===== src/rtl/gdiff_command_deframer_assert.svh =====
// ----------------------------------------------------------------------------
// GDIFF command deframer assertion macros
// Shared assertion wrappers; each expects clk_i in scope, GDC_ASSERT also rst_ni.
// ----------------------------------------------------------------------------
`ifndef GDIFF_COMMAND_DEFRAMER_ASSERT_SVH
`define GDIFF_COMMAND_DEFRAMER_ASSERT_SVH

// Checked only while out of reset
`define GDC_ASSERT(label, prop, msg) \
  label: assert property (@(posedge clk_i) disable iff (!rst_ni) (prop)) else $error(msg);

// Checked at every edge, reset included
`define GDC_ASSERT_ALWAYS(label, prop, msg) \
  label: assert property (@(posedge clk_i) (prop)) else $error(msg);

`endif


===== src/rtl/gdc_pkg.sv =====
// ----------------------------------------------------------------------------
// GDIFF command deframer package
// Result types, opcode and result codes, argument size tables.
// ----------------------------------------------------------------------------
`timescale 1ns / 1ps

package gdc_pkg;

  // Opcode boundaries
  localparam logic [7:0] OP_END     = 8'd0;
  localparam logic [7:0] OP_ADD_MAX = 8'd246;
  localparam logic [7:0] OP_COPY64  = 8'd255;

  // Result kinds
  localparam logic [1:0] KIND_LIT  = 2'd0;
  localparam logic [1:0] KIND_COPY = 2'd1;
  localparam logic [1:0] KIND_END  = 2'd2;
  localparam logic [1:0] KIND_ERR  = 2'd3;

  // Error codes
  localparam logic [1:0] ERR_NONE  = 2'd0;
  localparam logic [1:0] ERR_UNSUP = 2'd1;
  localparam logic [1:0] ERR_TRUNC = 2'd2;

  // Result queue geometry
  localparam int QDepth = 4;
  localparam int QPtrW  = $clog2(QDepth);
  localparam int QCntW  = $clog2(QDepth + 1);

  // Decoder phase, one-hot
  typedef enum logic [3:0] {
    PH_OPCODE = 4'b0001,
    PH_ARGS   = 4'b0010,
    PH_ADD    = 4'b0100,
    PH_DONE   = 4'b1000
  } gdc_phase_e;

  // One result transaction
  typedef struct packed {
    logic [1:0]  kind;
    logic [7:0]  lit;
    logic [31:0] pos;
    logic [31:0] len;
    logic [1:0]  err;
    logic        last;
  } gdc_result_t;

  // Results produced by one accepted byte
  typedef struct packed {
    logic [1:0]  cnt;
    gdc_result_t res0;
    gdc_result_t res1;
  } gdc_push_t;

  localparam gdc_result_t RES_ZERO = '0;

  // Position argument bytes, by low opcode nibble
  function automatic logic [2:0] pos_bytes(input logic [3:0] op);
    logic [2:0] n;
    n = 3'd0;
    case (op) inside
      [4'd9:4'd11]:  n = 3'd2;
      [4'd12:4'd14]: n = 3'd4;
      default:       n = 3'd0;
    endcase
    return n;
  endfunction

  // Length (or add count) argument bytes, by low opcode nibble
  function automatic logic [2:0] len_bytes(input logic [3:0] op);
    logic [2:0] n;
    n = 3'd0;
    case (op) inside
      4'd9, 4'd12:         n = 3'd1;
      4'd7, 4'd10, 4'd13:  n = 3'd2;
      4'd8, 4'd11, 4'd14:  n = 3'd4;
      default:             n = 3'd0;
    endcase
    return n;
  endfunction

endpackage


===== src/rtl/gdc_decoder.sv =====
// ----------------------------------------------------------------------------
// GDIFF command decoder
// Parser state and single-pass decode of one byte into up to two results.
// ----------------------------------------------------------------------------
`timescale 1ns / 1ps
`include "gdiff_command_deframer_assert.svh"

module gdc_decoder (
  input  logic              clk_i,
  input  logic              rst_ni,
  input  logic              fire_i,
  input  logic [7:0]        diff_byte_i,
  input  logic              stream_last_i,
  output gdc_pkg::gdc_push_t push_o
);

  import gdc_pkg::*;

  gdc_phase_e  phase_q, phase_d;
  logic [3:0]  op_q, op_d;
  logic [2:0]  idx_q, idx_d;
  logic [31:0] pos_q, pos_d;
  logic [31:0] len_q, len_d;
  logic [31:0] rem_q, rem_d;

  logic [2:0]  pb, lb;
  logic [3:0]  arg_total;
  logic [2:0]  idx_inc;
  logic [31:0] pos_nx, len_nx, rem_dec;
  logic        prim_valid, trunc;
  gdc_result_t prim, trunc_res;

  // Next state and primary result
  always_comb begin
    phase_d    = phase_q;
    op_d       = op_q;
    idx_d      = idx_q;
    pos_d      = pos_q;
    len_d      = len_q;
    rem_d      = rem_q;
    prim_valid = 1'b0;
    prim       = RES_ZERO;
    pb         = pos_bytes(op_q);
    lb         = len_bytes(op_q);
    arg_total  = {1'b0, pb} + {1'b0, lb};
    idx_inc    = idx_q + 3'd1;
    rem_dec    = rem_q - 32'd1;
    pos_nx     = pos_q;
    len_nx     = len_q;
    if (idx_q < pb) begin
      pos_nx = {pos_q[23:0], diff_byte_i};
    end else begin
      len_nx = {len_q[23:0], diff_byte_i};
    end

    if (fire_i) begin
      case (phase_q)
        PH_OPCODE: begin
          if (diff_byte_i == OP_END) begin
            prim_valid = 1'b1;
            prim.kind  = KIND_END;
            phase_d    = PH_DONE;
          end else if (diff_byte_i <= OP_ADD_MAX) begin
            rem_d   = {24'd0, diff_byte_i};
            phase_d = PH_ADD;
          end else if (diff_byte_i == OP_COPY64) begin
            prim_valid = 1'b1;
            prim.kind  = KIND_ERR;
            prim.err   = ERR_UNSUP;
            phase_d    = PH_DONE;
          end else begin
            op_d    = diff_byte_i[3:0];
            idx_d   = 3'd0;
            pos_d   = 32'd0;
            len_d   = 32'd0;
            phase_d = PH_ARGS;
          end
        end
        PH_ARGS: begin
          pos_d = pos_nx;
          len_d = len_nx;
          idx_d = idx_inc;
          // counter wraps, so an eight-byte argument ends at zero
          if (idx_inc == arg_total[2:0]) begin
            idx_d = 3'd0;
            if (pb == 3'd0) begin
              rem_d   = len_nx;
              phase_d = (len_nx == 32'd0) ? PH_OPCODE : PH_ADD;
            end else begin
              prim_valid = 1'b1;
              prim.kind  = KIND_COPY;
              prim.pos   = pos_nx;
              prim.len   = len_nx;
              phase_d    = PH_OPCODE;
            end
          end
        end
        PH_ADD: begin
          prim_valid = 1'b1;
          prim.kind  = KIND_LIT;
          prim.lit   = diff_byte_i;
          rem_d      = rem_dec;
          if (rem_dec == 32'd0) begin
            phase_d = PH_OPCODE;
          end
        end
        default: begin
          // finished: byte is dropped
        end
      endcase
    end

    // Stream ended without END or error
    trunc = fire_i && stream_last_i && (phase_q != PH_DONE) && (phase_d != PH_DONE);
    if (trunc) begin
      phase_d = PH_DONE;
    end
  end

  // Result assembly: truncation error follows any primary result
  always_comb begin
    trunc_res      = RES_ZERO;
    trunc_res.kind = KIND_ERR;
    trunc_res.err  = ERR_TRUNC;
    trunc_res.last = 1'b1;
    push_o         = '0;
    if (prim_valid && trunc) begin
      push_o.cnt  = 2'd2;
      push_o.res0 = prim;
      push_o.res1 = trunc_res;
    end else if (prim_valid) begin
      push_o.cnt       = 2'd1;
      push_o.res0      = prim;
      push_o.res0.last = 1'b1;
    end else if (trunc) begin
      push_o.cnt  = 2'd1;
      push_o.res0 = trunc_res;
    end
  end

  // State registers
  always_ff @(posedge clk_i or negedge rst_ni) begin
    if (!rst_ni) begin
      phase_q <= PH_OPCODE;
      op_q    <= 4'd0;
      idx_q   <= 3'd0;
      pos_q   <= 32'd0;
      len_q   <= 32'd0;
      rem_q   <= 32'd0;
    end else begin
      phase_q <= phase_d;
      op_q    <= op_d;
      idx_q   <= idx_d;
      pos_q   <= pos_d;
      len_q   <= len_d;
      rem_q   <= rem_d;
    end
  end

  // Assertions
  `GDC_ASSERT(a_done_silent, (phase_q == PH_DONE) |-> (push_o.cnt == 2'd0), "result after finish")
  `GDC_ASSERT(a_two_is_trunc, (push_o.cnt == 2'd2) |-> (push_o.res1.err == ERR_TRUNC), "bad second result")
  `GDC_ASSERT(a_last_finishes, (fire_i && stream_last_i) |=> (phase_q == PH_DONE), "last byte did not finish")

endmodule


===== src/rtl/gdc_out_queue.sv =====
// ----------------------------------------------------------------------------
// GDIFF command deframer result queue
// Small register queue that takes up to two results per cycle, emits one unless out_stall_i holds it.
// ----------------------------------------------------------------------------
`timescale 1ns / 1ps
`include "gdiff_command_deframer_assert.svh"

module gdc_out_queue (
  input  logic                clk_i,
  input  logic                rst_ni,
  input  gdc_pkg::gdc_push_t  push_i,
  output logic                space_ok_o,
  output logic                out_valid_o,
  input  logic                out_stall_i,
  output gdc_pkg::gdc_result_t out_res_o
);

  import gdc_pkg::*;

  gdc_result_t      mem_q [QDepth];
  logic [QPtrW-1:0] wr_ptr_q, wr_ptr_d;
  logic [QPtrW-1:0] rd_ptr_q, rd_ptr_d;
  logic [QCntW-1:0] count_q, count_d;
  logic [QPtrW-1:0] wr_ptr_p1;
  logic             pop;

  // Pointer and count update
  always_comb begin
    pop       = out_valid_o && !out_stall_i;
    wr_ptr_p1 = wr_ptr_q + QPtrW'(1);
    wr_ptr_d  = wr_ptr_q + QPtrW'(push_i.cnt);
    rd_ptr_d  = rd_ptr_q + QPtrW'(pop);
    count_d   = count_q + QCntW'(push_i.cnt) - QCntW'(pop);
  end

  assign space_ok_o  = (count_q <= QCntW'(QDepth - 2));
  assign out_valid_o = (count_q != '0);
  assign out_res_o   = mem_q[rd_ptr_q];

  // Control registers
  always_ff @(posedge clk_i or negedge rst_ni) begin
    if (!rst_ni) begin
      wr_ptr_q <= '0;
      rd_ptr_q <= '0;
      count_q  <= '0;
    end else begin
      wr_ptr_q <= wr_ptr_d;
      rd_ptr_q <= rd_ptr_d;
      count_q  <= count_d;
    end
  end

  // Entry storage
  always_ff @(posedge clk_i) begin
    if (push_i.cnt != 2'd0) begin
      mem_q[wr_ptr_q] <= push_i.res0;
    end
    if (push_i.cnt == 2'd2) begin
      mem_q[wr_ptr_p1] <= push_i.res1;
    end
  end

  // Assertions
  `GDC_ASSERT(a_count_bound, count_q <= QCntW'(QDepth), "queue overfilled")
  `GDC_ASSERT(a_push_fits, (push_i.cnt != 2'd0) |-> space_ok_o, "push without space")
  `GDC_ASSERT(a_pop_count, (pop && push_i.cnt == 2'd0) |=> (count_q == $past(count_q) - QCntW'(1)), "count lost on pop")

endmodule


===== src/rtl/gdiff_command_deframer.sv =====
// ----------------------------------------------------------------------------
// GDIFF command deframer
// Decodes the GDIFF command stream byte by byte into literal, copy, end and
// error result transactions.
// ----------------------------------------------------------------------------
//  channel | direction | handshake              | payload
//  --------+-----------+------------------------+--------------------------------
//  in      | input     | in_valid_i / in_stall_o | diff_byte_i, stream_last_i
//  out     | output    | out_valid_o / out_stall_i | result_kind_o .. last_of_run_o
//
//  One byte per cycle while in_stall_o is low; the decoder updates its parser state in the accept cycle.
//  A result is registered into a 4-entry queue and is shown on out from there.
//  A byte that yields two results (a final byte that completes a literal or copy)
//  pushes both at once; in_stall_o rises when fewer than two queue slots are free.
//  Reset clears the parser to expect an opcode and empties the queue.
// ----------------------------------------------------------------------------
`timescale 1ns / 1ps

module gdiff_command_deframer (
  input  logic        clk_i,
  input  logic        rst_ni,
  input  logic        in_valid_i,
  output logic        in_stall_o,
  input  logic [7:0]  diff_byte_i,
  input  logic        stream_last_i,
  output logic        out_valid_o,
  input  logic        out_stall_i,
  output logic [1:0]  result_kind_o,
  output logic [7:0]  literal_byte_o,
  output logic [31:0] copy_position_o,
  output logic [31:0] copy_length_o,
  output logic [1:0]  error_code_o,
  output logic        last_of_run_o
);

  import gdc_pkg::*;

  gdc_push_t   push;
  gdc_result_t out_res;
  logic        space_ok;
  logic        fire;

  assign in_stall_o = !space_ok;
  assign fire       = in_valid_i && space_ok;

  // Byte decoder
  gdc_decoder u_decoder (
    .clk_i         (clk_i),
    .rst_ni        (rst_ni),
    .fire_i        (fire),
    .diff_byte_i   (diff_byte_i),
    .stream_last_i (stream_last_i),
    .push_o        (push)
  );

  // Result queue
  gdc_out_queue u_out_queue (
    .clk_i       (clk_i),
    .rst_ni      (rst_ni),
    .push_i      (push),
    .space_ok_o  (space_ok),
    .out_valid_o (out_valid_o),
    .out_stall_i (out_stall_i),
    .out_res_o   (out_res)
  );

  assign result_kind_o   = out_res.kind;
  assign literal_byte_o  = out_res.lit;
  assign copy_position_o = out_res.pos;
  assign copy_length_o   = out_res.len;
  assign error_code_o    = out_res.err;
  assign last_of_run_o   = out_res.last;

endmodule


===== config.mk =====
export PLATFORM = sky130hd
export DESIGN_NAME = gdiff_command_deframer
export DESIGN_NICKNAME = d
export VERILOG_FILES = /design/src/rtl/gdc_pkg.sv /design/src/rtl/gdc_decoder.sv /design/src/rtl/gdc_out_queue.sv /design/src/rtl/gdiff_command_deframer.sv
export VERILOG_INCLUDE_DIRS = /design/src /design/src/rtl
export SDC_FILE = /design/constraint.sdc
export NUM_CORES = 1
export LEC_CHECK = 0
export BUFFER_PORTS_ARGS = -buffer_cell sky130_fd_sc_hd__buf_4
export CAP_MARGIN = 15
export CORE_ASPECT_RATIO = 0.9
export CORE_MARGIN = 3
export CORE_UTILIZATION = 40
export CTS_CLUSTER_DIAMETER = 60
export CTS_CLUSTER_SIZE = 20
export DETAILED_ROUTE_END_ITERATION = 16
export PLACE_DENSITY = 0.55
export SYNTH_ARGS = -nofsm -noshare
export SYNTH_HDL_FRONTEND = slang
export SYNTH_SLANG_ARGS = --single-unit

===== constraint.sdc =====
create_clock -name clk_i -period 11.9 [get_ports clk_i]
set_input_delay 0.595 -clock clk_i [delete_from_list [all_inputs] [get_ports clk_i]]
set_output_delay 0.595 -clock clk_i [all_outputs]
set_load 0.02 [all_outputs]

After elaboration in Yosys (flattened, before gate mapping). Memories as Yosys holds them, arrays and structs flattened. Index checks and enable logic that the tools add are counted.

Bits in registers: 114. Word-level logic and storage cells: 136. Input port bits: 13. Bits in writable memories: 308. Output and inout port bits: 79. Memories kept: 1.

Memory list: u_out_queue.mem_q (depth 4, bits a word 77, rd ports 1, clocked after memory_dff 0, wr ports 2, RTL line gdc_out_queue.sv:20) `gdc_result_t mem_q [QDepth];`.

Mux-type cells: 62. Equality and inequality tests: 22. Magnitude comparators: 7. Bitwise operators: 3. Reductions and logical operators: 24. Add/subtract/negate cells: 8.

Operators by type and width (count): $mux 32 (9); $mux 64 (3); $mux 79 (2); $pmux 32 s2 (2); $pmux 32 s3 (1); $mux 78 (1); $mux 77 (1); $mux 76 (1); $logic_not 32->1 (2); $mux 4 (8); $sub 32x1->32 const B (1); $mux 3 (10); $eq 4x4->1 const B (7); $mux 2 (7); $mux 1 (12); $pmux 4 s3 (1); $reduce_and 5->1 (2); $eq 4x3->1 const B (2); $eq 8x8->1 const B (1); $ge 4x4->1 const B (2); $le 4x4->1 const B (2); $le 8x8->1 const B (1); $logic_and 1x1->1 (8); $logic_not 8->1 (1); other kinds (28) (39).

Logic depth before layout (Yosys ltp).
Depth in word-level cells: 20. Mapped depth: 20. Mapped depth without buffers: 17.

Cells and area by module. Synthesis repeated with hierarchy kept, for this count alone.

Cell total of the unflattened synthesis: 1698. Area, all modules: 22791.9 um2.

By module, submodules not included: gdc_out_queue (instances 1, cells each 788, area an instance 15203.3 um2, seq. area each 9424.0 um2); gdc_decoder (instances 1, cells each 908, area an instance 7578.5 um2, seq. area each 2678.8 um2); gdiff_command_deframer (instances 1, cells each 2, area an instance 10.0 um2, seq. area each 0.0 um2).

Worst setup path before layout. Ideal clock, no wire load.

Path type: flip-flop to flip-flop. Start: register u_decoder.op_q[2]. End: memory u_out_queue.mem_q[1][0] in the netlist's numbering (enable). Period minus slack after synthesis: 4188 ps. Buffers on the path: 3. Arrival: 3883 ps. Path slack: 7712 ps. Cell stages (with the launch flop): 17. Library setup time: 305 ps. Data required time: 11595 ps. Cells stage by stage: dfrtp_1 clkbuf_1 nand2b_1 o32ai_1 ha_1 xor2_1 or4b_4 nor4_4 nor3_1 nand2b_1 ha_1 nor2b_1 nor2b_1 a21oi_1 clkbuf_1 clkbuf_1 inv_1.

RTL lines: start, declared (RTL line gdc_decoder.sv:20) `logic [3:0] op_q, op_d;`; start signal, assigned (RTL line gdc_decoder.sv:152) `op_q <= op_d;`; end, declared (RTL line gdc_out_queue.sv:20).

==> impl_results.md <==
* Status: complete, no violations
* CTS Buf Count at 30
* H-tree depth at 1
* Post-synthesis sequential area ratio at 50.4%
* # diodes at 0
* Hold Buf Count CTS at 0
* Minimum setup slack among reg-to-reg paths at 6.76 ns
* Multi-input logic area at 8330 µm²
* CP required at 12.22 ns
* GP Congestion at 0.849
* Drt pass-1 iters at 5
* Worst rel slew slack at 23.3%
* Reg2reg start: u_decoder.phase_q[1]
* Critical Setup Path Class: reg2reg
* Post-Syn Nets at 1811
* GR Overflow Total at 0
* Critical Path Start Type: flop
* Post-route ant nets at 0
* Largest net degree at the start of global routing at 65
* TritonCTS clock tree: done
* Layout fillers at 4315
* LEAKAGE at 8.04 nW
* Arrival @ worst endpoint at 5.46 ns
* Area growth, synth to finish at 11.0%
* Synth Warn # at 0
* Num ports at 92
* VDD IR-drop max at 0.113 mV
* Worst slew pin tran at 1.15 ns
* # DRC at 0
* Most frequent CP cell: nor2b_1
* Std-Cell Rows at 73
* Final period utilization at 43.2%
* # clock sinks at 422
* PortBufs at 91
* Vias post-DR at 13791
* F_max at 194 MHz
* Switching pwr at 1.01 mW
* Switch share at 30.7%
* CTS Root Cell: clkbuf_16
* Hold Crit Class: in2async
* Sequential power share at 49.3%
* FF-to-FF End: u_out_queue.mem_q[1][76]
* Routed vias/inst at 5.71
* Clk_lat worst skew at 0.60 ns
* Slew Limit Fails at 0
* Iter 0 DRT Violations at 1029
* Max clock buf depth at 3
* Finished Layout Cells at 2415
* Starting Density at 40.9%
* Post-synth EDFFs at 16
* Setup bufs post-CTS at 0
* Die Wd at 231 µm
* Mean routed wirelength per cell at 21.8 µm
* RSZ-0062 raised after global routing: no
* Gr usage total at 21.8%
* Netlist Area Pre-Place at 18200 µm²
* Fin util at 45.4%
* Pre-CTS setup slack at 6.74 ns
* CP max FO at 43
* Top FF cell, synth: dfxtp_1
* Initial antenna violation count at 0
* Internal Power at 2.29 mW
* Yosys cell types at 71
* DP HPWL at 33.5 mm
* DIE AREA at 48200 µm²
* Pwr Density at 163 nW/µm²
* Layout cells sized above 1 at 15.5%
* Fin worst setup slack at 6.76 ns
* R2r worst-path depth at 10
* Yosys top cell area share at 32.1%
* Mapped Avg Cell Area at 10.2 µm²
* Maxcap violations at 0
* Tmin final at 5.14 ns
* Vias in the first global route at 13593
* Final Hold Fails at 0
* Crit path cell chain: or4b_2 > a31oi_1 > mux2i_1 > a31o_2 > ha_1 > nor2b_1 > nor2b_1 > a21oi_4 > buf_4 > inv_1
* Crit-path slowest cell: or4b_2
* CP endpoint kind: flop
* Routed WL at 52.7 mm
* Comb pwr share at 17.6%
* Placed cells at 2360
* Synth Instances at 1784
* Synth top area cells: dfxtp_1, dfrtp_1, mux4_2, o21ai_1, nand2_1
* Setup-failing EPs final at 0
* Clock power frac at 33.1%
* Synth async-reset ratio at 27.0%
* Placeable core area at 44600 µm²
* Register bit total from synthesis at 422
* Global-route wire length before repair at 82.8 mm
* CP max stage delay at 1.08 ns
* Sum Neg Setup Slack at 0 ns
* Area leader, netlist: dfxtp_1
* Resized Gates After CTS at 0
* Clock transition at path regs at 0.09 ns
* Post-layout net count at 1819
* Reg area at 9190 µm²
* Die Y at 209 µm
* Clock skew at 0.0163 ns
==> state kept, by name, summed over array words and instances, names as in the netlist <==
register	cells
u_out_queue.count_q	3
u_out_queue.mem_q	308
u_decoder.op_q	4
u_decoder.rem_q	32
u_out_queue.wr_ptr_q	2
u_decoder.idx_q	3
u_decoder.phase_q	4
u_decoder.len_q	32
u_out_queue.rd_ptr_q	2
u_decoder.pos_q	32
==> synthesized netlist by cell type (all sizes together), types with 6 or more instances <==
master	number
o21ai	323
nand2	317
dfxtp	292
dfrtp	113
clkbuf	93
a22o	85
mux4	77
mux2i	65
nor2	63
buf	45
a21oi	27
inv	21
nor4	21
nor3	19
xnor2	19
a31oi	16
edfxtp	16
o31ai	16
ha	13
mux2	13
nand3	12
nand2b	10
nand4	9
nor2b	9
nor4b	6
==> routing by layer <==
metal	up-vias	track usage, %	wire length [µm]
met2	355	33.9	23800
met1	6879	32.2	24800
met4	0	6.05	1430
met3	85	2.35	2630
li1	6472	-	-
met5	-	0	0
==> stage by stage <==
stage / hold slack [ns] / power, mW / cell area (µm²)
6_report: 0.103 / 3.30 / 20200
5_1_grt: 0.169 / 3.45 / 20200
4_1_cts: 0.130 / 3.33 / 20200
3_5_place_dp: 0.438 / 2.25 / 19200
3_3_place_gp: 0.432 / 2.24 / 19200
2_1_floorplan: 0.299 / 2.04 / 18200
==> layout make-up <==
type | instances | share of cell area (%)
Multi-Input combinational cell | 1203 | 41.2
Sequential cell | 422 | 45.4
Clock buffer | 39 | 4.24
Timing Repair Buffer | 114 | 4.23
Clock inverter | 16 | 0.841
Inverter | 21 | 0.390
Tap cell | 600 | 3.71
==> logic make-up after synthesis <==
logic type	Yosys count	share of synthesized area, %
compound gates	511	17.0
simple gates	499	12.3
fa+ha+maj	14	1.00
mux	155	13.9
buf+inv	159	4.32
xor+xnor	24	1.15
flops	422	50.4
==> cells in the final DEF (no fill, tap or decap), drive strengths merged, types with 13 or more instances in the layout <==
master  Yosys  routed
nor4       21      21
clkbuf     93      39
mux2i      65      65
mux2       13      13
dfxtp     292     292
ha         13      13
a31oi      16      16
a21oi      27      27
o21ai     323     323
o31ai      16      16
nor2       63      63
mux4       77      77
nand2     317     317
a22o       85      85
dfrtp     113     113
nor3       19      19
buf        45     114
xnor2      19      19
inv        21      26
edfxtp     16      16
==> worst max-delay path, delay by kind of cell, from the launching register on <==
family                   cells  cell delay, ns
AND/OR/NAND/NOR              3            1.48
AO/OA/AOI/OAI                3            1.44
buffers and inverters        2            0.89
flip-flops                   1            0.45
multiplexers                 1            0.29
adder cells (fa/ha/maj)      1            0.25
==> how the worst max path moves through the flow <==
stage                                    start                       end  slack [ns]  cells after the start
after floorplan              u_decoder.op_q[2]   u_out_queue.mem_q[1][0]        7.71                     16
after global placement    u_decoder.phase_q[1]  u_out_queue.mem_q[1][75]        6.82                     10
after detailed placement  u_decoder.phase_q[1]   u_out_queue.mem_q[1][2]        6.74                     10
after CTS                 u_decoder.phase_q[1]   u_out_queue.mem_q[1][2]        6.76                     10
after global routing         u_decoder.op_q[2]   u_out_queue.mem_q[1][0]        6.34                     15
final                     u_decoder.phase_q[1]  u_out_queue.mem_q[1][76]        6.76                     10
==> power by group through the flow <==
stage / sequential, mW / clock (mW) / combinational, mW
after floorplan: 1.54 / 0 / 0.500
after global placement: 1.66 / 0 / 0.582
after detailed placement: 1.66 / 0 / 0.585
after CTS: 1.63 / 1.12 / 0.587
after global routing: 1.65 / 1.17 / 0.633
final: 1.63 / 1.09 / 0.582
Power figures use the tool's default switching activity.
